**config.mk**
```make
export PLATFORM = sky130hd
export DESIGN_NAME = rv32im_instruction_decoder_top
export DESIGN_NICKNAME = d
export VERILOG_FILES = /design/src/rtl/rv32im_dec_pkg.sv /design/src/rtl/rv32im_instruction_decoder_top.sv
export SDC_FILE = /design/constraint.sdc
export NUM_CORES = 1
export LEC_CHECK = 0
export BUFFER_PORTS_ARGS = -buffer_cell sky130_fd_sc_hd__buf_2
export CORE_ASPECT_RATIO = 1.5
export CORE_MARGIN = 10
export CORE_UTILIZATION = 40
export DETAILED_ROUTE_END_ITERATION = 16
export PLACE_DENSITY_LB_ADDON = 0.2
export SETUP_SLACK_MARGIN = 0.3
export SKIP_LAST_GASP = 1
export SYNTH_ARGS = -nofsm -noshare
export SYNTH_HDL_FRONTEND = slang
export SYNTH_SLANG_ARGS = --single-unit
```
**constraint.sdc**
```tcl
create_clock -name clock -period 3.6 [get_ports clock]
set_clock_uncertainty 0.15 [all_clocks]
set_input_delay 0 -clock clock [delete_from_list [all_inputs] [get_ports clock]]
set_output_delay 0 -clock clock [all_outputs]
set_load 0.01 [all_outputs]
```
**src/rtl/rv32im_dec_pkg.sv**
```systemverilog
// ----------------------------------------------------------------------------
// rv32im_dec_pkg
// Shared opcodes, operation numbers, format codes and the machine CSR map
// used by the RV32IM instruction decoder.
// ----------------------------------------------------------------------------
package rv32im_dec_pkg;

   // Base opcodes (inst[6:0])
   localparam logic [6:0] OPC_OP     = 7'b0110011;
   localparam logic [6:0] OPC_LUI    = 7'b0110111;
   localparam logic [6:0] OPC_LOAD   = 7'b0000011;
   localparam logic [6:0] OPC_STORE  = 7'b0100011;
   localparam logic [6:0] OPC_OPIMM  = 7'b0010011;
   localparam logic [6:0] OPC_BRANCH = 7'b1100011;
   localparam logic [6:0] OPC_JALR   = 7'b1100111;
   localparam logic [6:0] OPC_AUIPC  = 7'b0010111;
   localparam logic [6:0] OPC_JAL    = 7'b1101111;
   localparam logic [6:0] OPC_SYSTEM = 7'b1110011;
   localparam logic [6:0] OPC_TRAP   = 7'b1101011;

   // funct7 codes
   localparam logic [6:0] F7_BASE = 7'b0000000;
   localparam logic [6:0] F7_MULDIV = 7'b0000001;
   localparam logic [6:0] F7_ALT = 7'b0100000;

   // Whole words matched before the opcode decode
   localparam logic [31:0] WORD_ECALL = 32'h0000_0073;
   localparam logic [31:0] WORD_MRET  = 32'h3020_0073;
   localparam logic [31:0] WORD_FENCE = 32'h0FF0_000F;

   // Compressed C.JAL: quadrant 1, funct3 001
   localparam logic [1:0] CQ_QUAD1 = 2'b01;
   localparam logic [2:0] CF3_JAL  = 3'b001;

   // Instruction formats
   localparam logic [2:0] FMT_R = 3'd0;
   localparam logic [2:0] FMT_I = 3'd1;
   localparam logic [2:0] FMT_S = 3'd2;
   localparam logic [2:0] FMT_B = 3'd3;
   localparam logic [2:0] FMT_U = 3'd4;
   localparam logic [2:0] FMT_J = 3'd5;

   // Operation numbers
   localparam logic [5:0] OP_ADD    = 6'd0;
   localparam logic [5:0] OP_SUB    = 6'd1;
   localparam logic [5:0] OP_XOR    = 6'd2;
   localparam logic [5:0] OP_OR     = 6'd3;
   localparam logic [5:0] OP_AND    = 6'd4;
   localparam logic [5:0] OP_SLL    = 6'd5;
   localparam logic [5:0] OP_SRL    = 6'd6;
   localparam logic [5:0] OP_SRA    = 6'd7;
   localparam logic [5:0] OP_SLT    = 6'd8;
   localparam logic [5:0] OP_SLTU   = 6'd9;
   localparam logic [5:0] OP_MUL    = 6'd10;   // mul..remu follow funct3
   localparam logic [5:0] OP_LUI    = 6'd18;
   localparam logic [5:0] OP_LB     = 6'd19;
   localparam logic [5:0] OP_LH     = 6'd20;
   localparam logic [5:0] OP_LW     = 6'd21;
   localparam logic [5:0] OP_LBU    = 6'd22;
   localparam logic [5:0] OP_LHU    = 6'd23;
   localparam logic [5:0] OP_SB     = 6'd24;
   localparam logic [5:0] OP_SH     = 6'd25;
   localparam logic [5:0] OP_SW     = 6'd26;
   localparam logic [5:0] OP_ADDI   = 6'd27;
   localparam logic [5:0] OP_XORI   = 6'd28;
   localparam logic [5:0] OP_ORI    = 6'd29;
   localparam logic [5:0] OP_ANDI   = 6'd30;
   localparam logic [5:0] OP_SLLI   = 6'd31;
   localparam logic [5:0] OP_SRLI   = 6'd32;
   localparam logic [5:0] OP_SRAI   = 6'd33;
   localparam logic [5:0] OP_SLTI   = 6'd34;
   localparam logic [5:0] OP_SET_LT_IMM_U = 6'd35;
   localparam logic [5:0] OP_BEQ    = 6'd36;
   localparam logic [5:0] OP_BNE    = 6'd37;
   localparam logic [5:0] OP_BLT    = 6'd38;
   localparam logic [5:0] OP_BGE    = 6'd39;
   localparam logic [5:0] OP_BLTU   = 6'd40;
   localparam logic [5:0] OP_BGEU   = 6'd41;
   localparam logic [5:0] OP_JALR   = 6'd42;
   localparam logic [5:0] OP_PC_UPPER = 6'd43;
   localparam logic [5:0] OP_JAL    = 6'd44;
   localparam logic [5:0] OP_CSR_SWAP    = 6'd45;
   localparam logic [5:0] OP_CSR_SETBITS = 6'd46;
   localparam logic [5:0] OP_CSR_CLRBITS = 6'd47;
   localparam logic [5:0] OP_TRAP   = 6'd48;
   localparam logic [5:0] OP_ENV_CALL  = 6'd49;
   localparam logic [5:0] OP_MRET   = 6'd50;
   localparam logic [5:0] OP_MEM_ORDER = 6'd51;
   localparam logic [5:0] OP_CJAL   = 6'd52;

   // CSR map
   localparam logic [3:0] CSR_MSTATUS  = 4'd0;
   localparam logic [3:0] CSR_MISA     = 4'd1;
   localparam logic [3:0] CSR_MIE      = 4'd2;
   localparam logic [3:0] CSR_MTVEC    = 4'd3;
   localparam logic [3:0] CSR_MSCRATCH = 4'd4;
   localparam logic [3:0] CSR_MEPC     = 4'd5;
   localparam logic [3:0] CSR_MCAUSE   = 4'd6;
   localparam logic [3:0] CSR_MTVAL    = 4'd7;
   localparam logic [3:0] CSR_MIP      = 4'd8;
   localparam logic [3:0] CSR_NONE     = 4'd9;

   localparam logic [4:0] REG_RA = 5'd1;

   // Kind of word seen by the classify stage
   typedef enum logic [1:0] {
      KIND_DECODED = 2'd0,
      KIND_CJAL    = 2'd1,
      KIND_SYSWORD = 2'd2,
      KIND_ILLEGAL = 2'd3
   } kind_type;

   typedef struct packed {
      logic [5:0] op;
      logic [2:0] fmt;
      logic [3:0] csr;
      kind_type   kind;
   } decode_type;

   function automatic logic [3:0] csr_lookup(input logic [11:0] addr);
      logic [3:0] idx;
      case (addr)
         12'h300: idx = CSR_MSTATUS;
         12'h301: idx = CSR_MISA;
         12'h304: idx = CSR_MIE;
         12'h305: idx = CSR_MTVEC;
         12'h340: idx = CSR_MSCRATCH;
         12'h341: idx = CSR_MEPC;
         12'h342: idx = CSR_MCAUSE;
         12'h343: idx = CSR_MTVAL;
         12'h344: idx = CSR_MIP;
         default: idx = CSR_NONE;
      endcase
      return idx;
   endfunction

   // funct3 -> op for funct7 = 0 register ops
   function automatic logic [5:0] alu_op(input logic [2:0] f3);
      logic [5:0] op;
      case (f3)
         3'd0:    op = OP_ADD;
         3'd1:    op = OP_SLL;
         3'd2:    op = OP_SLT;
         3'd3:    op = OP_SLTU;
         3'd4:    op = OP_XOR;
         3'd5:    op = OP_SRL;
         3'd6:    op = OP_OR;
         default: op = OP_AND;
      endcase
      return op;
   endfunction

endpackage

```
**src/rtl/rv32im_instruction_decoder_top.sv**
```systemverilog
// ----------------------------------------------------------------------------
// rv32im_instruction_decoder_top
// Pipelined RV32IM decoder with CSR map, custom trap opcode and C.JAL.
//
//   channel | dir | handshake                  | payload
//   --------+-----+----------------------------+-------------------------------
//   req     | in  | req_valid / req_stall      | req_instruction
//   rsp     | out | rsp_valid / rsp_stall      | op, format, regs, imm, csr, flags
//
// Three register stages: capture, classify (opcode/funct/CSR match), field
// assembly (registers, immediate). rsp_valid is the valid bit of the third
// stage; one instruction per cycle is sustained while rsp_stall is low.
// Synchronous active-high reset clears the stage valid bits only.
// A stall on rsp holds each stage whose successor is full; empty stages keep
// filling, so req_stall rises only when all three stages hold an item and
// rsp_stall is high.
// ----------------------------------------------------------------------------
module rv32im_instruction_decoder_top (
   input  logic               clock,
   input  logic               reset,
   // request
   input  logic               req_valid,
   output logic               req_stall,
   input  logic [31:0]        req_instruction,
   // response
   output logic               rsp_valid,
   input  logic               rsp_stall,
   output logic [5:0]         rsp_op_index,
   output logic [2:0]         rsp_format_kind,
   output logic [4:0]         rsp_src1_reg,
   output logic [4:0]         rsp_src2_reg,
   output logic [4:0]         rsp_dest_reg,
   output logic               rsp_dest_write,
   output logic signed [31:0] rsp_immediate,
   output logic [3:0]         rsp_csr_index,
   output logic               rsp_is_compressed,
   output logic               rsp_illegal
);

   // stage advance enables, computed back from the output
   logic s3_adv, s2_adv, s1_adv;

   // stage 1: capture
   logic        s1_valid_ff, s1_valid_in;
   logic [31:0] s1_word_ff;

   // stage 2: classify
   logic                     s2_valid_ff, s2_valid_in;
   logic [31:0]              s2_word_ff;
   rv32im_dec_pkg::decode_type s2_dec_ff, s2_dec_in;

   // stage 3: output register
   logic                     s3_valid_ff, s3_valid_in;
   logic [5:0]               op_ff, op_in;
   logic [2:0]               fmt_ff, fmt_in;
   logic [4:0]               src1_ff, src1_in;
   logic [4:0]               src2_ff, src2_in;
   logic [4:0]               dest_ff, dest_in;
   logic                     we_ff, we_in;
   logic [31:0]              imm_ff, imm_in;
   logic [3:0]               csr_ff, csr_in;
   logic                     comp_ff, comp_in;
   logic                     ill_ff, ill_in;

   // classify helpers
   logic       dec_ok;
   logic [6:0] w_opc;
   logic [2:0] w_f3;
   logic [6:0] w_f7;

   assign s3_adv = !s3_valid_ff || !rsp_stall;
   assign s2_adv = !s2_valid_ff || s3_adv;
   assign s1_adv = !s1_valid_ff || s2_adv;

   assign req_stall = !s1_adv;

   assign s1_valid_in = s1_adv ? req_valid : s1_valid_ff;
   assign s2_valid_in = s2_adv ? s1_valid_ff : s2_valid_ff;
   assign s3_valid_in = s3_adv ? s2_valid_ff : s3_valid_ff;

   always_ff @(posedge clock) begin
      if (reset) begin
         s1_valid_ff <= 1'b0;
         s2_valid_ff <= 1'b0;
         s3_valid_ff <= 1'b0;
      end else begin
         s1_valid_ff <= s1_valid_in;
         s2_valid_ff <= s2_valid_in;
         s3_valid_ff <= s3_valid_in;
      end
   end

   // ---- stage 1 ----
   always_ff @(posedge clock) begin
      if (s1_adv) begin
         s1_word_ff <= req_instruction;
      end
   end

   // ---- stage 2: classify ----
   assign w_opc = s1_word_ff[6:0];
   assign w_f3  = s1_word_ff[14:12];
   assign w_f7  = s1_word_ff[31:25];

   always_comb begin
      s2_dec_in.op   = rv32im_dec_pkg::OP_ADD;
      s2_dec_in.fmt  = rv32im_dec_pkg::FMT_R;
      s2_dec_in.csr  = rv32im_dec_pkg::CSR_NONE;
      s2_dec_in.kind = rv32im_dec_pkg::KIND_DECODED;
      dec_ok         = 1'b1;
      if (s1_word_ff[1:0] == rv32im_dec_pkg::CQ_QUAD1 &&
          s1_word_ff[15:13] == rv32im_dec_pkg::CF3_JAL) begin
         s2_dec_in.op   = rv32im_dec_pkg::OP_CJAL;
         s2_dec_in.fmt  = rv32im_dec_pkg::FMT_J;
         s2_dec_in.kind = rv32im_dec_pkg::KIND_CJAL;
      end else if (s1_word_ff == rv32im_dec_pkg::WORD_ECALL) begin
         s2_dec_in.op   = rv32im_dec_pkg::OP_ENV_CALL;
         s2_dec_in.fmt  = rv32im_dec_pkg::FMT_I;
         s2_dec_in.kind = rv32im_dec_pkg::KIND_SYSWORD;
      end else if (s1_word_ff == rv32im_dec_pkg::WORD_MRET) begin
         s2_dec_in.op   = rv32im_dec_pkg::OP_MRET;
         s2_dec_in.fmt  = rv32im_dec_pkg::FMT_I;
         s2_dec_in.kind = rv32im_dec_pkg::KIND_SYSWORD;
      end else if (s1_word_ff == rv32im_dec_pkg::WORD_FENCE) begin
         s2_dec_in.op   = rv32im_dec_pkg::OP_MEM_ORDER;
         s2_dec_in.fmt  = rv32im_dec_pkg::FMT_I;
         s2_dec_in.kind = rv32im_dec_pkg::KIND_SYSWORD;
      end else begin
         case (w_opc)
            rv32im_dec_pkg::OPC_OP: begin
               s2_dec_in.fmt = rv32im_dec_pkg::FMT_R;
               if (w_f7 == rv32im_dec_pkg::F7_BASE) begin
                  s2_dec_in.op = rv32im_dec_pkg::alu_op(w_f3);
               end else if (w_f7 == rv32im_dec_pkg::F7_MULDIV) begin
                  s2_dec_in.op = rv32im_dec_pkg::OP_MUL + {3'b000, w_f3};
               end else if (w_f7 == rv32im_dec_pkg::F7_ALT && w_f3 == 3'd0) begin
                  s2_dec_in.op = rv32im_dec_pkg::OP_SUB;
               end else if (w_f7 == rv32im_dec_pkg::F7_ALT && w_f3 == 3'd5) begin
                  s2_dec_in.op = rv32im_dec_pkg::OP_SRA;
               end else begin
                  dec_ok = 1'b0;
               end
            end
            rv32im_dec_pkg::OPC_LUI: begin
               s2_dec_in.fmt = rv32im_dec_pkg::FMT_U;
               s2_dec_in.op  = rv32im_dec_pkg::OP_LUI;
            end
            rv32im_dec_pkg::OPC_LOAD: begin
               s2_dec_in.fmt = rv32im_dec_pkg::FMT_I;
               case (w_f3)
                  3'd0:    s2_dec_in.op = rv32im_dec_pkg::OP_LB;
                  3'd1:    s2_dec_in.op = rv32im_dec_pkg::OP_LH;
                  3'd2:    s2_dec_in.op = rv32im_dec_pkg::OP_LW;
                  3'd4:    s2_dec_in.op = rv32im_dec_pkg::OP_LBU;
                  3'd5:    s2_dec_in.op = rv32im_dec_pkg::OP_LHU;
                  default: dec_ok = 1'b0;
               endcase
            end
            rv32im_dec_pkg::OPC_STORE: begin
               s2_dec_in.fmt = rv32im_dec_pkg::FMT_S;
               case (w_f3)
                  3'd0:    s2_dec_in.op = rv32im_dec_pkg::OP_SB;
                  3'd1:    s2_dec_in.op = rv32im_dec_pkg::OP_SH;
                  3'd2:    s2_dec_in.op = rv32im_dec_pkg::OP_SW;
                  default: dec_ok = 1'b0;
               endcase
            end
            rv32im_dec_pkg::OPC_OPIMM: begin
               s2_dec_in.fmt = rv32im_dec_pkg::FMT_I;
               case (w_f3)
                  3'd0: s2_dec_in.op = rv32im_dec_pkg::OP_ADDI;
                  3'd4: s2_dec_in.op = rv32im_dec_pkg::OP_XORI;
                  3'd6: s2_dec_in.op = rv32im_dec_pkg::OP_ORI;
                  3'd7: s2_dec_in.op = rv32im_dec_pkg::OP_ANDI;
                  3'd2: s2_dec_in.op = rv32im_dec_pkg::OP_SLTI;
                  3'd3: s2_dec_in.op = rv32im_dec_pkg::OP_SET_LT_IMM_U;
                  3'd1: begin
                     if (w_f7 == rv32im_dec_pkg::F7_BASE) begin
                        s2_dec_in.op = rv32im_dec_pkg::OP_SLLI;
                     end else begin
                        dec_ok = 1'b0;
                     end
                  end
                  default: begin
                     if (w_f7 == rv32im_dec_pkg::F7_BASE) begin
                        s2_dec_in.op = rv32im_dec_pkg::OP_SRLI;
                     end else if (w_f7 == rv32im_dec_pkg::F7_ALT) begin
                        s2_dec_in.op = rv32im_dec_pkg::OP_SRAI;
                     end else begin
                        dec_ok = 1'b0;
                     end
                  end
               endcase
            end
            rv32im_dec_pkg::OPC_BRANCH: begin
               s2_dec_in.fmt = rv32im_dec_pkg::FMT_B;
               case (w_f3)
                  3'd0:    s2_dec_in.op = rv32im_dec_pkg::OP_BEQ;
                  3'd1:    s2_dec_in.op = rv32im_dec_pkg::OP_BNE;
                  3'd4:    s2_dec_in.op = rv32im_dec_pkg::OP_BLT;
                  3'd5:    s2_dec_in.op = rv32im_dec_pkg::OP_BGE;
                  3'd6:    s2_dec_in.op = rv32im_dec_pkg::OP_BLTU;
                  3'd7:    s2_dec_in.op = rv32im_dec_pkg::OP_BGEU;
                  default: dec_ok = 1'b0;
               endcase
            end
            rv32im_dec_pkg::OPC_JALR: begin
               s2_dec_in.fmt = rv32im_dec_pkg::FMT_I;
               if (w_f3 == 3'd0) begin
                  s2_dec_in.op = rv32im_dec_pkg::OP_JALR;
               end else begin
                  dec_ok = 1'b0;
               end
            end
            rv32im_dec_pkg::OPC_AUIPC: begin
               s2_dec_in.fmt = rv32im_dec_pkg::FMT_U;
               s2_dec_in.op  = rv32im_dec_pkg::OP_PC_UPPER;
            end
            rv32im_dec_pkg::OPC_JAL: begin
               s2_dec_in.fmt = rv32im_dec_pkg::FMT_J;
               s2_dec_in.op  = rv32im_dec_pkg::OP_JAL;
            end
            rv32im_dec_pkg::OPC_SYSTEM: begin
               s2_dec_in.fmt = rv32im_dec_pkg::FMT_I;
               s2_dec_in.csr = rv32im_dec_pkg::csr_lookup(s1_word_ff[31:20]);
               if (s2_dec_in.csr == rv32im_dec_pkg::CSR_NONE) begin
                  dec_ok = 1'b0;
               end else begin
                  case (w_f3)
                     3'd1:    s2_dec_in.op = rv32im_dec_pkg::OP_CSR_SWAP;
                     3'd2:    s2_dec_in.op = rv32im_dec_pkg::OP_CSR_SETBITS;
                     3'd3:    s2_dec_in.op = rv32im_dec_pkg::OP_CSR_CLRBITS;
                     default: dec_ok = 1'b0;
                  endcase
               end
            end
            rv32im_dec_pkg::OPC_TRAP: begin
               s2_dec_in.fmt = rv32im_dec_pkg::FMT_U;
               s2_dec_in.op  = rv32im_dec_pkg::OP_TRAP;
            end
            default: dec_ok = 1'b0;
         endcase
         if (!dec_ok) begin
            s2_dec_in.kind = rv32im_dec_pkg::KIND_ILLEGAL;
         end
      end
   end

   always_ff @(posedge clock) begin
      if (s2_adv) begin
         s2_word_ff <= s1_word_ff;
         s2_dec_ff  <= s2_dec_in;
      end
   end

   // ---- stage 3: register fields and immediate ----
   always_comb begin
      op_in   = s2_dec_ff.op;
      fmt_in  = s2_dec_ff.fmt;
      csr_in  = s2_dec_ff.csr;
      src1_in = 5'd0;
      src2_in = 5'd0;
      dest_in = 5'd0;
      imm_in  = 32'd0;
      comp_in = 1'b0;
      ill_in  = 1'b0;
      case (s2_dec_ff.kind)
         rv32im_dec_pkg::KIND_CJAL: begin
            dest_in = rv32im_dec_pkg::REG_RA;
            comp_in = 1'b1;
            imm_in  = {{20{s2_word_ff[12]}}, s2_word_ff[12], s2_word_ff[8],
                       s2_word_ff[10:9], s2_word_ff[6], s2_word_ff[7],
                       s2_word_ff[2], s2_word_ff[11], s2_word_ff[5:3], 1'b0};
         end
         rv32im_dec_pkg::KIND_SYSWORD: begin
            // exact ECALL/MRET/FENCE: op and format only
         end
         rv32im_dec_pkg::KIND_ILLEGAL: begin
            op_in  = rv32im_dec_pkg::OP_ADD;
            fmt_in = rv32im_dec_pkg::FMT_R;
            csr_in = rv32im_dec_pkg::CSR_NONE;
            ill_in = 1'b1;
         end
         default: begin
            case (s2_dec_ff.fmt)
               rv32im_dec_pkg::FMT_R: begin
                  src1_in = s2_word_ff[19:15];
                  src2_in = s2_word_ff[24:20];
                  dest_in = s2_word_ff[11:7];
               end
               rv32im_dec_pkg::FMT_I: begin
                  src1_in = s2_word_ff[19:15];
                  dest_in = s2_word_ff[11:7];
                  imm_in  = {{20{s2_word_ff[31]}}, s2_word_ff[31:20]};
               end
               rv32im_dec_pkg::FMT_S: begin
                  src1_in = s2_word_ff[19:15];
                  src2_in = s2_word_ff[24:20];
                  imm_in  = {{20{s2_word_ff[31]}}, s2_word_ff[31:25],
                             s2_word_ff[11:7]};
               end
               rv32im_dec_pkg::FMT_B: begin
                  src1_in = s2_word_ff[19:15];
                  src2_in = s2_word_ff[24:20];
                  imm_in  = {{19{s2_word_ff[31]}}, s2_word_ff[31], s2_word_ff[7],
                             s2_word_ff[30:25], s2_word_ff[11:8], 1'b0};
               end
               rv32im_dec_pkg::FMT_U: begin
                  dest_in = s2_word_ff[11:7];
                  imm_in  = {s2_word_ff[31:12], 12'd0};
               end
               default: begin
                  dest_in = s2_word_ff[11:7];
                  imm_in  = {{11{s2_word_ff[31]}}, s2_word_ff[31],
                             s2_word_ff[19:12], s2_word_ff[20],
                             s2_word_ff[30:21], 1'b0};
               end
            endcase
         end
      endcase
      we_in = (dest_in != 5'd0);
   end

   always_ff @(posedge clock) begin
      if (s3_adv) begin
         op_ff   <= op_in;
         fmt_ff  <= fmt_in;
         src1_ff <= src1_in;
         src2_ff <= src2_in;
         dest_ff <= dest_in;
         we_ff   <= we_in;
         imm_ff  <= imm_in;
         csr_ff  <= csr_in;
         comp_ff <= comp_in;
         ill_ff  <= ill_in;
      end
   end

   assign rsp_valid         = s3_valid_ff;
   assign rsp_op_index      = op_ff;
   assign rsp_format_kind   = fmt_ff;
   assign rsp_src1_reg      = src1_ff;
   assign rsp_src2_reg      = src2_ff;
   assign rsp_dest_reg      = dest_ff;
   assign rsp_dest_write    = we_ff;
   assign rsp_immediate     = $signed(imm_ff);
   assign rsp_csr_index     = csr_ff;
   assign rsp_is_compressed = comp_ff;
   assign rsp_illegal       = ill_ff;

`ifndef SYNTHESIS
   a_illegal_clean: assert property (@(posedge clock) disable iff (reset)
      rsp_valid && rsp_illegal |->
         rsp_op_index == rv32im_dec_pkg::OP_ADD &&
         rsp_csr_index == rv32im_dec_pkg::CSR_NONE && !rsp_dest_write)
      else $error("illegal result carries decode fields");

   a_write_nonzero: assert property (@(posedge clock) disable iff (reset)
      rsp_valid && rsp_dest_write |-> rsp_dest_reg != 5'd0)
      else $error("write enable with rd zero");

   a_cjal_links_ra: assert property (@(posedge clock) disable iff (reset)
      rsp_valid && rsp_is_compressed |->
         rsp_op_index == rv32im_dec_pkg::OP_CJAL &&
         rsp_dest_reg == rv32im_dec_pkg::REG_RA && !rsp_illegal)
      else $error("compressed jump decoded wrongly");

   a_csr_only_csr_ops: assert property (@(posedge clock) disable iff (reset)
      rsp_valid && rsp_csr_index != rv32im_dec_pkg::CSR_NONE |->
         rsp_op_index == rv32im_dec_pkg::OP_CSR_SWAP ||
         rsp_op_index == rv32im_dec_pkg::OP_CSR_SETBITS ||
         rsp_op_index == rv32im_dec_pkg::OP_CSR_CLRBITS)
      else $error("CSR index on a non-CSR op");

   a_mid_stage_holds: assert property (@(posedge clock) disable iff (reset)
      s2_valid_ff && !s2_adv |=> s2_valid_ff && $stable(s2_word_ff))
      else $error("classify stage lost a held item");
`endif

endmodule
```
* Yosys cells after proc, flatten, opt, wreduce, memory -nomap -nowiden
Cells that the tools add are included.
** Storage, ports and cells
- Register bits after elaboration :: 145
- Logic and storage cells :: 152
- Input bits :: 36
- Output and inout bits :: 65
** Cells by class
- Eq/ne operators :: 42
- $add $sub $neg :: 1
- Bitwise operators :: 3
- Reduce and logical (&&, ||, !) cells :: 30
- Mux-type cells :: 54
** Operator list (count)
- $pmux W32 S5 :: 1
- $eq A12 B10 Y1 const B :: 9
- $pmux W9 S11 :: 1
- $pmux W32 S2 :: 1
- $mux W6 :: 8
- $pmux W6 S7 :: 1
- $pmux W4 S9 :: 1
- $pmux W6 S6 :: 1
- $eq A7 B7 Y1 const B :: 5
- $eq A32 B28 Y1 const B :: 1
- $eq A32 B30 Y1 const B :: 1
- $eq A32 B7 Y1 const B :: 1
- $eq A7 B6 Y1 const B :: 4
- $pmux W4 S7 :: 1
- $pmux W5 S5 :: 1
- $mux W4 :: 5
- $reduce_or A4 Y1 :: 5
- $mux W1 :: 19
- $pmux W6 S3 :: 1
- $eq A3 B3 Y1 const B :: 5
- $mux W5 :: 3
- $pmux W5 S3 :: 1
- $eq A7 B5 Y1 const B :: 2
- $eq A3 B2 Y1 const B :: 4
- other kinds (23) :: 48

* Depth between registers and ports, before layout
Gate-level depths: netlist (run 1).
- Word-level depth :: 18
- Gate-level depth with buffers :: 9
- Gate-level depth less buffers :: 7

* Worst setup path before layout (run 1)
Ideal clock, no wire load.
- Path type :: flip-flop to flip-flop
- Start :: reg s1_word_ff[14]
- End :: reg s2_dec_ff[14] (netlist bit), data pin
- Path slack :: 1.087 ns
- Arrival :: 2.091 ns
- Period minus slack after synthesis :: 2.513 ns
- Cell stages (with the launch flop) :: 9
- Buffers on the path :: 2
- Data required time :: 3.178 ns
- Library setup time :: 0.272 ns
- Cell sequence :: edfxtp_1 buf_2 buf_1 inv_2 ha_1 a21boi_0 a41oi_1 o21bai_1 or4b_1
** Between the ends
- Cells in the longest elaborated chain, start to end :: 4
- Elaborated cells on any way between the ends :: 20
- Those cells by class :: eq/ne (11); mux (6); reduce/logical (3)
** RTL lines
- start: declaration :: line rv32im_instruction_decoder_top.sv:45 : logic [31:0] s1_word_ff;
- start signal: assignment :: line rv32im_instruction_decoder_top.sv:96 : s1_word_ff <= req_instruction;
- $eq A3 B2 Y1 / $eq A3 B1 Y1 (equally long branches) :: line rv32im_instruction_decoder_top.sv:170, rv32im_instruction_decoder_top.sv:229, rv32im_instruction_decoder_top.sv:197
- $pmux W6 S3 :: line rv32im_instruction_decoder_top.sv:229 : case (w_f3)
- $mux W6 :: line rv32im_instruction_decoder_top.sv:226 : if (s2_dec_in.csr == rv32im_dec_pkg::CSR_NONE) begin
- $pmux W9 S11 :: line rv32im_instruction_decoder_top.sv:129 : case (w_opc)
- end signal: assignment :: line rv32im_instruction_decoder_top.sv:252 : s2_dec_ff <= s2_dec_in;
- end: declaration :: line rv32im_instruction_decoder_top.sv:50 : rv32im_dec_pkg::decode_type s2_dec_ff, s2_dec_in;
Parallel ways exist; a longest one is shown, timed or not.
A chain may end at the register's enable or synchronous reset.

* Worst setup path in the final report (run 1)
Ends and elaborated chain as after synthesis.

==> results.py, run 1 <==
metrics = {
    "floorplan": {
        "ioPinCount": 101,
        "dieArea_um2": 21630,
        "start_util_pct": 40.92,
        "core_area_um2": 15700,
        "rows": 56,
        "die_h_um": 175.2,
        "die_x_um": 123.5,
    },
    "logic_synthesis": {
        "ys_seq_area_share_pct": 66.39,
        "yosysTopAreaCellShare_pct": 65.46,
        "syn_area_per_cell_um2": 12.90,
        "async_flop_share_pct": 0,
        "netlist_instances": 498,
        "synth_fp_nets": 540,
        "synthMostInstantiatedCell": "edfxtp_1",
        "synth_edf_count": 140,
        "netlist_top_cells_count": "edfxtp_1 (140), nor2_1 (48), a21oi_1 (29)",
        "synth_area_um2": 6422,
        "yosysUniqueCellTypes": 71,
        "synth.top_cells.by_area": "edfxtp_1 (65%), nor2_1 (2.8%), a21oi_1 (2.3%)",
        "synth_ff_type": "edfxtp_1",
        "ys_ff_latch": 143,
        "ys_warn_count": 0,
        "synth_area_leader_cell": "edfxtp_1",
    },
    "power": {
        "p_total_w": 0.003869,
        "powerDensity_nw_per_um2": 480.4,
        "ir_worst_vdd_mv": 0.3665,
        "leakagePower_nw": 3.371,
    },
    "cells_and_area": {
        "instances_no_fill": 848,
        "fin_nets": 674,
        "antenna_cells": 0,
        "syn_to_final_growth_pct": 25.38,
        "finish.utilization_pct": 51.31,
        "drive_above_1_share_pct": 23.72,
    },
    "critical_path": {
        "worst_setup_path_start_kind": "flop",
        "cp.arrival_ps": 2780,
        "critPathKind": "reg2reg",
        "endpoint_kind": "flop",
        "critPathRequiredTime_ps": 3600,
        "critPathMaxFanout": 18,
    },
    "timing": {
        "fin_hold_ws_ps": 143.7,
        "fmax_mhz": 359.6,
        "fin_crit_ps": 2781,
        "tns_ps": 0,
        "drv_slew": 0,
        "worst_slew_pin_slew_ps": 928.8,
        "rsz0062_at_grt": "no",
        "slew_headroom_pct": 37.86,
        "finalSetupViolCount": 0,
        "period_share_pct": 77.24,
        "report.final.hold_viol_count": 0,
    },
    "clock_network": {
        "cts_made_buffers": 17,
        "max-clock-path-buffers": 2,
        "cts_resized": 0,
        "clk_latency_ps": 410,
        "cts.sinks": 143,
        "clk_pin_slew_ps": 60,
        "cts-htree-levels": 4,
        "ctsHoldBuffers": 35,
        "root_buffer": "clkbuf_16",
        "cts_tree": "yes",
        "post_cts_buffers": 0,
    },
    "placement": {
        "gp_congestion": 0.9038,
        "post-dp-hpwl_um": 12400,
        "dp.cells": 781,
        "io_buffers": 100,
    },
    "grt": {
        "grt_max_degree": 46,
        "first_global_vias": 4609,
        "gr-total-overflow": 0,
        "grt_pass1_wl_um": 25940,
        "grt_use_total_pct": 15.70,
        "antenna_found_initial": 0,
    },
    "routing": {
        "first_iter_violations": 354,
        "avgRoutedWirePerCell_um": 19.84,
        "postRouteAntennaNets": 0,
        "drtPass1Iterations": 6,
        "vias_per_cell": 5.413,
        "wirelength_um": 16830,
        "vias": 4590,
        "route.detailed.drc": 0,
    },
    "worst_hold_path": {
        "hold_path.class": "in2reg",
    },
    "status": {
        "status": "complete, no violations",
    },
    "flow_run": {
        "cap_violations": 0,
    },
}
## stage by stage
stage / area [um2] / setup WS, ps
after floorplan: 6422 / 1087
after global placement: 7127 / 826.2
after detailed placement: 7127 / 883.8
after CTS: 8053 / 875.2
after global routing: 8053 / 733.5
final: 8053 / 819.2
## cells by family after synthesis
| group | synth area share [%] |
|---|---|
| AO/OA/AOI/OAI | 10.42 |
| XOR/XNOR | 0.4092 |
| adder cells (fa/ha/maj) | 1.169 |
| buffers and inverters | 2.455 |
| flip-flops | 66.39 |
| multiplexers | 0.5065 |
| AND/OR/NAND/NOR | 18.64 |
## cell type report
type                       instances  area [um2]
sequential                       143        4264
clock inverter                    15       150.1
multi-input combinational        316        2003
fill                            1391        7642
clock buffer                      17       425.4
timing repair buffer             144       918.4
inverter                          10       37.54
tap                              203       254.0
## where the power goes
group	internal, W	switching, W
logic	0.000104	0.000108
clock network	0.000971	0.000709
registers	0.00190	0.0000810
total	0.00297	0.000898
## layer usage
metal	track usage, %	vias up	part of all wire, %
met2	27.76	167	54
met1	17.21	2200	38
met3	3.195	34	5.1
met4	7.644	0	3.6
met5	0	-	0
li1	-	2189	-
## worst max-delay path, stage by stage, from the launching register on
cell and delay, ps:
edfxtp_1 760, inv_2 180, ha_1 330, a21boi_0 170, a41oi_1 350, o21bai_1 90
or4b_1 490
## path summary, 6_finish.rpt
check             cells after the start                 from  slack, ps        endpoint
hold / removal                        2  req_instruction[11]        140  s1_word_ff[11]
setup reg to reg                      6       s1_word_ff[14]        820   s2_dec_ff[14]
setup / recovery                      6       s1_word_ff[14]        820   s2_dec_ff[14]
hold reg to reg                       0       s1_word_ff[16]        310  s2_word_ff[16]
## layout by cell type, fill, tap and decap left out, drive strengths merged, types with 3 or more instances in the layout
cell	count
nand3	13
inv	17
o22ai	4
dfxtp	3
nor2	48
o21ai	17
nor2b	8
and3	12
nand2b	7
nor3b	7
a222oi	4
dlygate4sd3	35
nand2	24
nor4	8
or3	6
xnor2	3
nand4	10
clkbuf	17
clkinv	5
and4	3
and4b	3
a21o	13
and2	21
nor4bb	3
nor3	7
buf	109
a21oi	29
ha	6
edfxtp	140
or2	3
nand3b	4
o21bai	4
or4	7
Note: power is estimated with default switching activity, not from simulation.
==> run 2, diff against run 1 <==
--- a/config.mk
+++ b/config.mk
@@ -5,6 +5,7 @@
 export SDC_FILE = /design/constraint.sdc
 export NUM_CORES = 1
 export LEC_CHECK = 0
+export ABC_AREA = 1
 export BUFFER_PORTS_ARGS = -buffer_cell sky130_fd_sc_hd__buf_2
 export CORE_ASPECT_RATIO = 1.5
 export CORE_MARGIN = 10
==> constraint.sdc (replaced) <==
create_clock -name clock -period 2.7 [get_ports clock]
set_clock_uncertainty 0.15 [all_clocks]
set_input_delay 0 -clock clock [delete_from_list [all_inputs] [get_ports clock]]
set_output_delay 0 -clock clock [all_outputs]
set_load 0.01 [all_outputs]
==> results.py, run 2 <==
metrics = {
    "status": {
        "status": "complete, no violations",
    },
    "routing": {
        "avgRoutedWirePerCell_um": 17.42,
        "vias_per_cell": 4.867,
        "postRouteAntennaNets": 0,
        "route.detailed.drc": 0,
        "vias": 4682,
        "drtPass1Iterations": 5,
        "wirelength_um": 16760,
        "first_iter_violations": 204,
    },
    "critical_path": {
        "cp.arrival_ps": 2200,
        "critPathMaxFanout": 8,
        "endpoint_kind": "flop",
        "rr_startpoint": "s1_word_ff[14]",
        "critPathTopFamily": "simple AND/OR/NAND/NOR gates",
        "path_common_cell": "nand2_2",
        "crit_chain": "buf_4 -> nor2_4 -> nand2_2 -> nor3_2 -> nand4_1 -> nand2_1 -> nor2_2 -> nand2_2 -> nor2_1",
        "worst_setup_path_start_kind": "flop",
        "r2r-end": "s2_dec_ff[3]",
        "critPathKind": "reg2reg",
        "critPathRequiredTime_ps": 2710,
        "critical_path_buf_inv_count": 1,
        "rrSetupSlack_ps": 510,
        "slowest_stage": "edfxtp_1",
        "critical_path.max_stage_delay_ps": 520,
        "r2r_cells": 9,
    },
    "floorplan": {
        "die_h_um": 174.9,
        "core_area_um2": 15700,
        "start_util_pct": 40.76,
        "rows": 56,
        "ioPinCount": 101,
        "dieArea_um2": 21560,
        "die_x_um": 123.3,
    },
    "timing": {
        "report.final.hold_viol_count": 0,
        "drv_slew": 0,
        "finalSetupViolCount": 0,
        "fmax_mhz": 456.4,
        "fin_ws_ps": 508.8,
        "rsz0062_at_grt": "no",
        "worst_slew_pin_slew_ps": 766.0,
        "tns_ps": 0,
        "slew_headroom_pct": 48.40,
        "fin_crit_ps": 2191,
        "period_share_pct": 81.15,
    },
    "grt": {
        "grt_use_total_pct": 15.70,
        "first_global_vias": 4933,
        "gr-total-overflow": 0,
        "grt_pass1_wl_um": 25830,
        "antenna_found_initial": 0,
        "grt_max_degree": 65,
    },
    "cells_and_area": {
        "instances_no_fill": 962,
        "drive_above_1_share_pct": 25.96,
        "final_common_cell": "edfxtp_1",
        "mostFrequentLayoutCells": "edfxtp_1 (140), buf_2 (100), nand2_1 (85)",
        "antenna_cells": 0,
        "fin_nets": 789,
        "syn_to_final_growth_pct": 27.34,
        "design_area_um2": 8147,
        "finish.utilization_pct": 51.91,
        "num-fill-cells": 1453,
    },
    "logic_synthesis": {
        "synth_area_leader_cell": "edfxtp_1",
        "synth.top_cells.by_area": "edfxtp_1 (66%), nand2_1 (5.0%), nor2_1 (4.8%)",
        "syn_area_per_cell_um2": 10.82,
        "yosysTopAreaCellShare_pct": 65.71,
        "synth_edf_count": 140,
        "synth_ff_type": "edfxtp_1",
        "ys_seq_area_share_pct": 66.65,
        "yosysUniqueCellTypes": 37,
        "netlist_top_cells_count": "edfxtp_1 (140), nand2_1 (86), nor2_1 (81)",
        "ys_ff_latch": 143,
        "ys_warn_count": 0,
        "synth_fp_nets": 633,
        "netlist_instances": 591,
        "synthMostInstantiatedCell": "edfxtp_1",
        "synth_area_um2": 6397,
        "async_flop_share_pct": 0,
    },
    "clock_network": {
        "cts-htree-levels": 4,
        "clk_latency_ps": 410,
        "root_buffer": "clkbuf_16",
        "max-clock-path-buffers": 2,
        "clk_pin_slew_ps": 60,
        "cts_tree": "yes",
        "cts_made_buffers": 17,
        "cts.sinks": 143,
    },
    "flow_run": {
        "cap_violations": 0,
    },
    "power": {
        "powerDensity_nw_per_um2": 634.6,
        "leakagePower_nw": 3.608,
        "ir_worst_vdd_mv": 0.3881,
    },
    "worst_hold_path": {
        "min_from": "req_instruction[26]",
        "hold_path.class": "in2reg",
        "hold_depth": 2,
        "min_to": "s1_word_ff[26]",
    },
    "placement": {
        "io_buffers": 100,
        "placed_area_um2": 7197,
        "dp_slack_ps": 427.2,
        "dp.cells": 892,
        "gp_congestion": 0.8703,
        "post-dp-hpwl_um": 13060,
    },
}
run 2: worst max path at each step:
| stage | from | cells past startpoint | slack [ps] | end |
|---|---|---|---|---|
| 2_1_floorplan | rsp_valid | 5 | -120 | s1_word_ff[0] |
| 3_3_place_gp | s1_word_ff[14] | 9 | 490 | s2_dec_ff[2] |
| 3_5_place_dp | s1_word_ff[14] | 9 | 430 | s2_dec_ff[2] |
| 4_1_cts | s1_word_ff[14] | 9 | 420 | s2_dec_ff[2] |
| 5_1_grt | s1_word_ff[13] | 10 | 310 | s2_dec_ff[9] |
| 6_report | s1_word_ff[14] | 9 | 510 | s2_dec_ff[3] |
run 2: worst reg2reg max path: cells and delay by family, from the launching register on:
family	cells	cell delay [ps]
flops	1	520
simple gates	8	1050
buf+inv	1	220
run 2: what timing repair did:
action / CTS / global route
endpoints found under the setup margin: 0 / 1
resized for setup: 0 / 0
setup buffers: 0 / 4
hold buffers: 35 / 0
hold endpoints to repair: 35 / 0
run 2: per-layer routing:
layer / vias to the layer above / track usage, % / share of wire (%)
met5: - / 0 / 0
met4: 0 / 9.883 / 4.5
met1: 2204 / 15.31 / 36
met3: 34 / 2.840 / 3.7
li1: 2338 / - / -
met2: 106 / 29.07 / 55
run 2: where the power goes:
group	switching, W	leakage [nW]	internal [W]
clock network	0.000961	0.268	0.00129
logic	0.000191	1.74	0.000129
registers	0.0000638	1.60	0.00253
run 2: logic make-up (layout without fill, tap and decap cells):
logic type | after synthesis | count (layout) | share of synthesized area, %
buffers and inverters | 98 | 266 | 5.965
flip-flops | 143 | 143 | 66.65
AO/OA/AOI/OAI | 77 | 77 | 6.728
adder cells (fa/ha/maj) | 6 | 6 | 1.173
AND/OR/NAND/NOR | 267 | 267 | 19.48
run 2: cell type report:
cell class	instances	area (um2)	area share (%)
Multi-Input combinational cell	350	1783	21.89
Inverter	91	354.1	4.346
Timing Repair Buffer	144	918.4	11.27
Sequential cell	143	4268	52.39
Clock buffer	17	425.4	5.222
Tap cell	203	254.0	3.118
Clock inverter	14	143.9	1.766
run 2: stage by stage:
step	total power [W]	hold slack, ps
6_report	0.005170	144.6
5_1_grt	0.005355	130.9
4_1_cts	0.005212	133.4
3_5_place_dp	0.002922	28.13
3_3_place_gp	0.002918	27.16
2_1_floorplan	0.002781	-90.64
==> run 3, diff against run 2 <==
--- a/config.mk
+++ b/config.mk
@@ -5,7 +5,7 @@
 export SDC_FILE = /design/constraint.sdc
 export NUM_CORES = 1
 export LEC_CHECK = 0
-export ABC_AREA = 1
+export ABC_AREA = 0
 export BUFFER_PORTS_ARGS = -buffer_cell sky130_fd_sc_hd__buf_2
 export CORE_ASPECT_RATIO = 1.5
 export CORE_MARGIN = 10
==> constraint.sdc (replaced) <==
create_clock -name clock -period 2.3 [get_ports clock]
set_clock_uncertainty 0.15 [all_clocks]
set_input_delay 0 -clock clock [delete_from_list [all_inputs] [get_ports clock]]
set_output_delay 0 -clock clock [all_outputs]
set_load 0.01 [all_outputs]
==> results.py, run 3 (same netlist as run 1, synthesis figures left out) <==
metrics = {
    "routing": {
        "vias_per_cell": 5.381,
        "wirelength_um": 19170,
        "drtPass1Iterations": 5,
        "vias": 5069,
        "route.detailed.drc": 0,
        "avgRoutedWirePerCell_um": 20.35,
        "postRouteAntennaNets": 0,
        "first_iter_violations": 265,
    },
    "clock_network": {
        "max-clock-path-buffers": 2,
        "clk_pin_slew_ps": 70,
        "root_buffer": "clkbuf_16",
        "cts_tree": "yes",
        "cts-htree-levels": 4,
        "cts_made_buffers": 17,
        "cts.sinks": 143,
        "clk_latency_ps": 420,
    },
    "critical_path": {
        "critPathKind": "reg2reg",
        "cp.arrival_ps": 2340,
        "endpoint_kind": "flop",
        "critPathRequiredTime_ps": 2320,
        "critPathMaxFanout": 5,
        "worst_setup_path_start_kind": "flop",
    },
    "flow_run": {
        "cap_violations": 0,
    },
    "cells_and_area": {
        "drive_above_1_share_pct": 37.75,
        "antenna_cells": 0,
        "mostFrequentLayoutCells": "edfxtp_1 (140), buf_2 (101), buf_4 (83)",
        "final_common_cell": "edfxtp_1",
        "num-fill-cells": 1344,
        "finish.utilization_pct": 57.69,
        "syn_to_final_growth_pct": 40.99,
        "design_area_um2": 9055,
        "fin_nets": 768,
    },
    "grt": {
        "grt_max_degree": 58,
        "first_global_vias": 5196,
        "antenna_found_initial": 0,
        "grt_use_total_pct": 17.42,
        "gr-total-overflow": 0,
        "grt_pass1_wl_um": 28700,
    },
    "floorplan": {
        "dieArea_um2": 21630,
        "rows": 56,
        "core_area_um2": 15700,
        "start_util_pct": 40.92,
        "ioPinCount": 101,
        "die_x_um": 123.5,
        "die_h_um": 175.2,
    },
    "timing": {
        "slew_headroom_pct": 61.57,
        "rsz0062_at_grt": "yes",
        "fin_hold_ws_ps": 136.8,
        "finalSetupViolCount": 2,
        "worst_slew_pin_slew_ps": 575.8,
        "period_share_pct": 100.9,
        "report.final.hold_viol_count": 0,
        "fmax_mhz": 430.7,
        "fin_ws_ps": -21.77,
        "drv_slew": 0,
        "fin_crit_ps": 2322,
    },
    "power": {
        "p_total_w": 0.006264,
        "powerDensity_nw_per_um2": 691.7,
        "ir_worst_vdd_mv": 0.3556,
        "leakagePower_nw": 3.892,
    },
    "placement": {
        "dp_slack_ps": 5.886,
        "io_buffers": 100,
        "post-dp-hpwl_um": 13800,
        "placed_area_um2": 7607,
        "gp_congestion": 0.8985,
    },
    "status": {
        "status": "complete, but fails checks",
        "violations": "setup timing",
    },
    "worst_hold_path": {
        "hold_path.class": "in2reg",
    },
}
-- run 3: routing by layer --
| metal | up-vias | global-route usage [%] | share of wire [%] |
|---|---|---|---|
| met5 | - | 0 | 0 |
| met4 | 0 | 8.617 | 3.5 |
| met3 | 40 | 3.517 | 4.7 |
| met2 | 177 | 31.81 | 56 |
| met1 | 2471 | 18.14 | 36 |
| li1 | 2381 | - | - |
-- run 3: final timing paths --
check                           cells past startpoint               start  slack (ps)              to
worst min register to register                      0      s1_word_ff[18]         300  s2_word_ff[18]
worst min-delay path                                2  req_instruction[0]         140   s1_word_ff[0]
worst max-delay path                                8      s1_word_ff[26]         -20    s2_dec_ff[1]
worst max register to register                      8      s1_word_ff[26]         -20    s2_dec_ff[1]
-- run 3: layout make-up --
cell class | count | area [um2] | share of cell area (%)
sequential | 143 | 4264 | 47.09
clock buffer | 17 | 425.4 | 4.698
tap | 203 | 254.0 | 2.805
timing repair buffer | 238 | 1717 | 18.96
inverter | 10 | 42.54 | 0.4698
multi-input combinational | 316 | 2203 | 24.33
clock inverter | 15 | 148.9 | 1.644
-- run 3: what timing repair did --
action | CTS | global route
hold buffers | 36 | 0
pin swaps | 16 | 19
buffers inserted | 20 | 14
setup endpoints to repair | 13 | 26
endpoints found under the hold margin | 41 | 0
resized for setup | 20 | 41
-- run 3: power by group --
group | switching [W] | internal [W] | total, W
Combinational | 0.000274 | 0.000267 | 0.000541
Sequential | 0.0000730 | 0.00296 | 0.00304
Clock | 0.00116 | 0.00152 | 0.00268
Total | 0.00151 | 0.00476 | 0.00626
-- run 3: worst max-delay path: stages, from the launching register on --
cell and delay, ps:
edfxtp_1 410, or4_4 560, buf_8 150, buf_2 180, nor2_1 160, buf_4 160
nand4_1 100, nand4_1 140, nor2_1 60
-- run 3: metrics by stage --
step	setup TNS (ps)	cells
finish	-42.80	942
global route	-331.1	942
CTS	0	928
detailed placement	0	840
global placement	0	840
floorplan	0	498
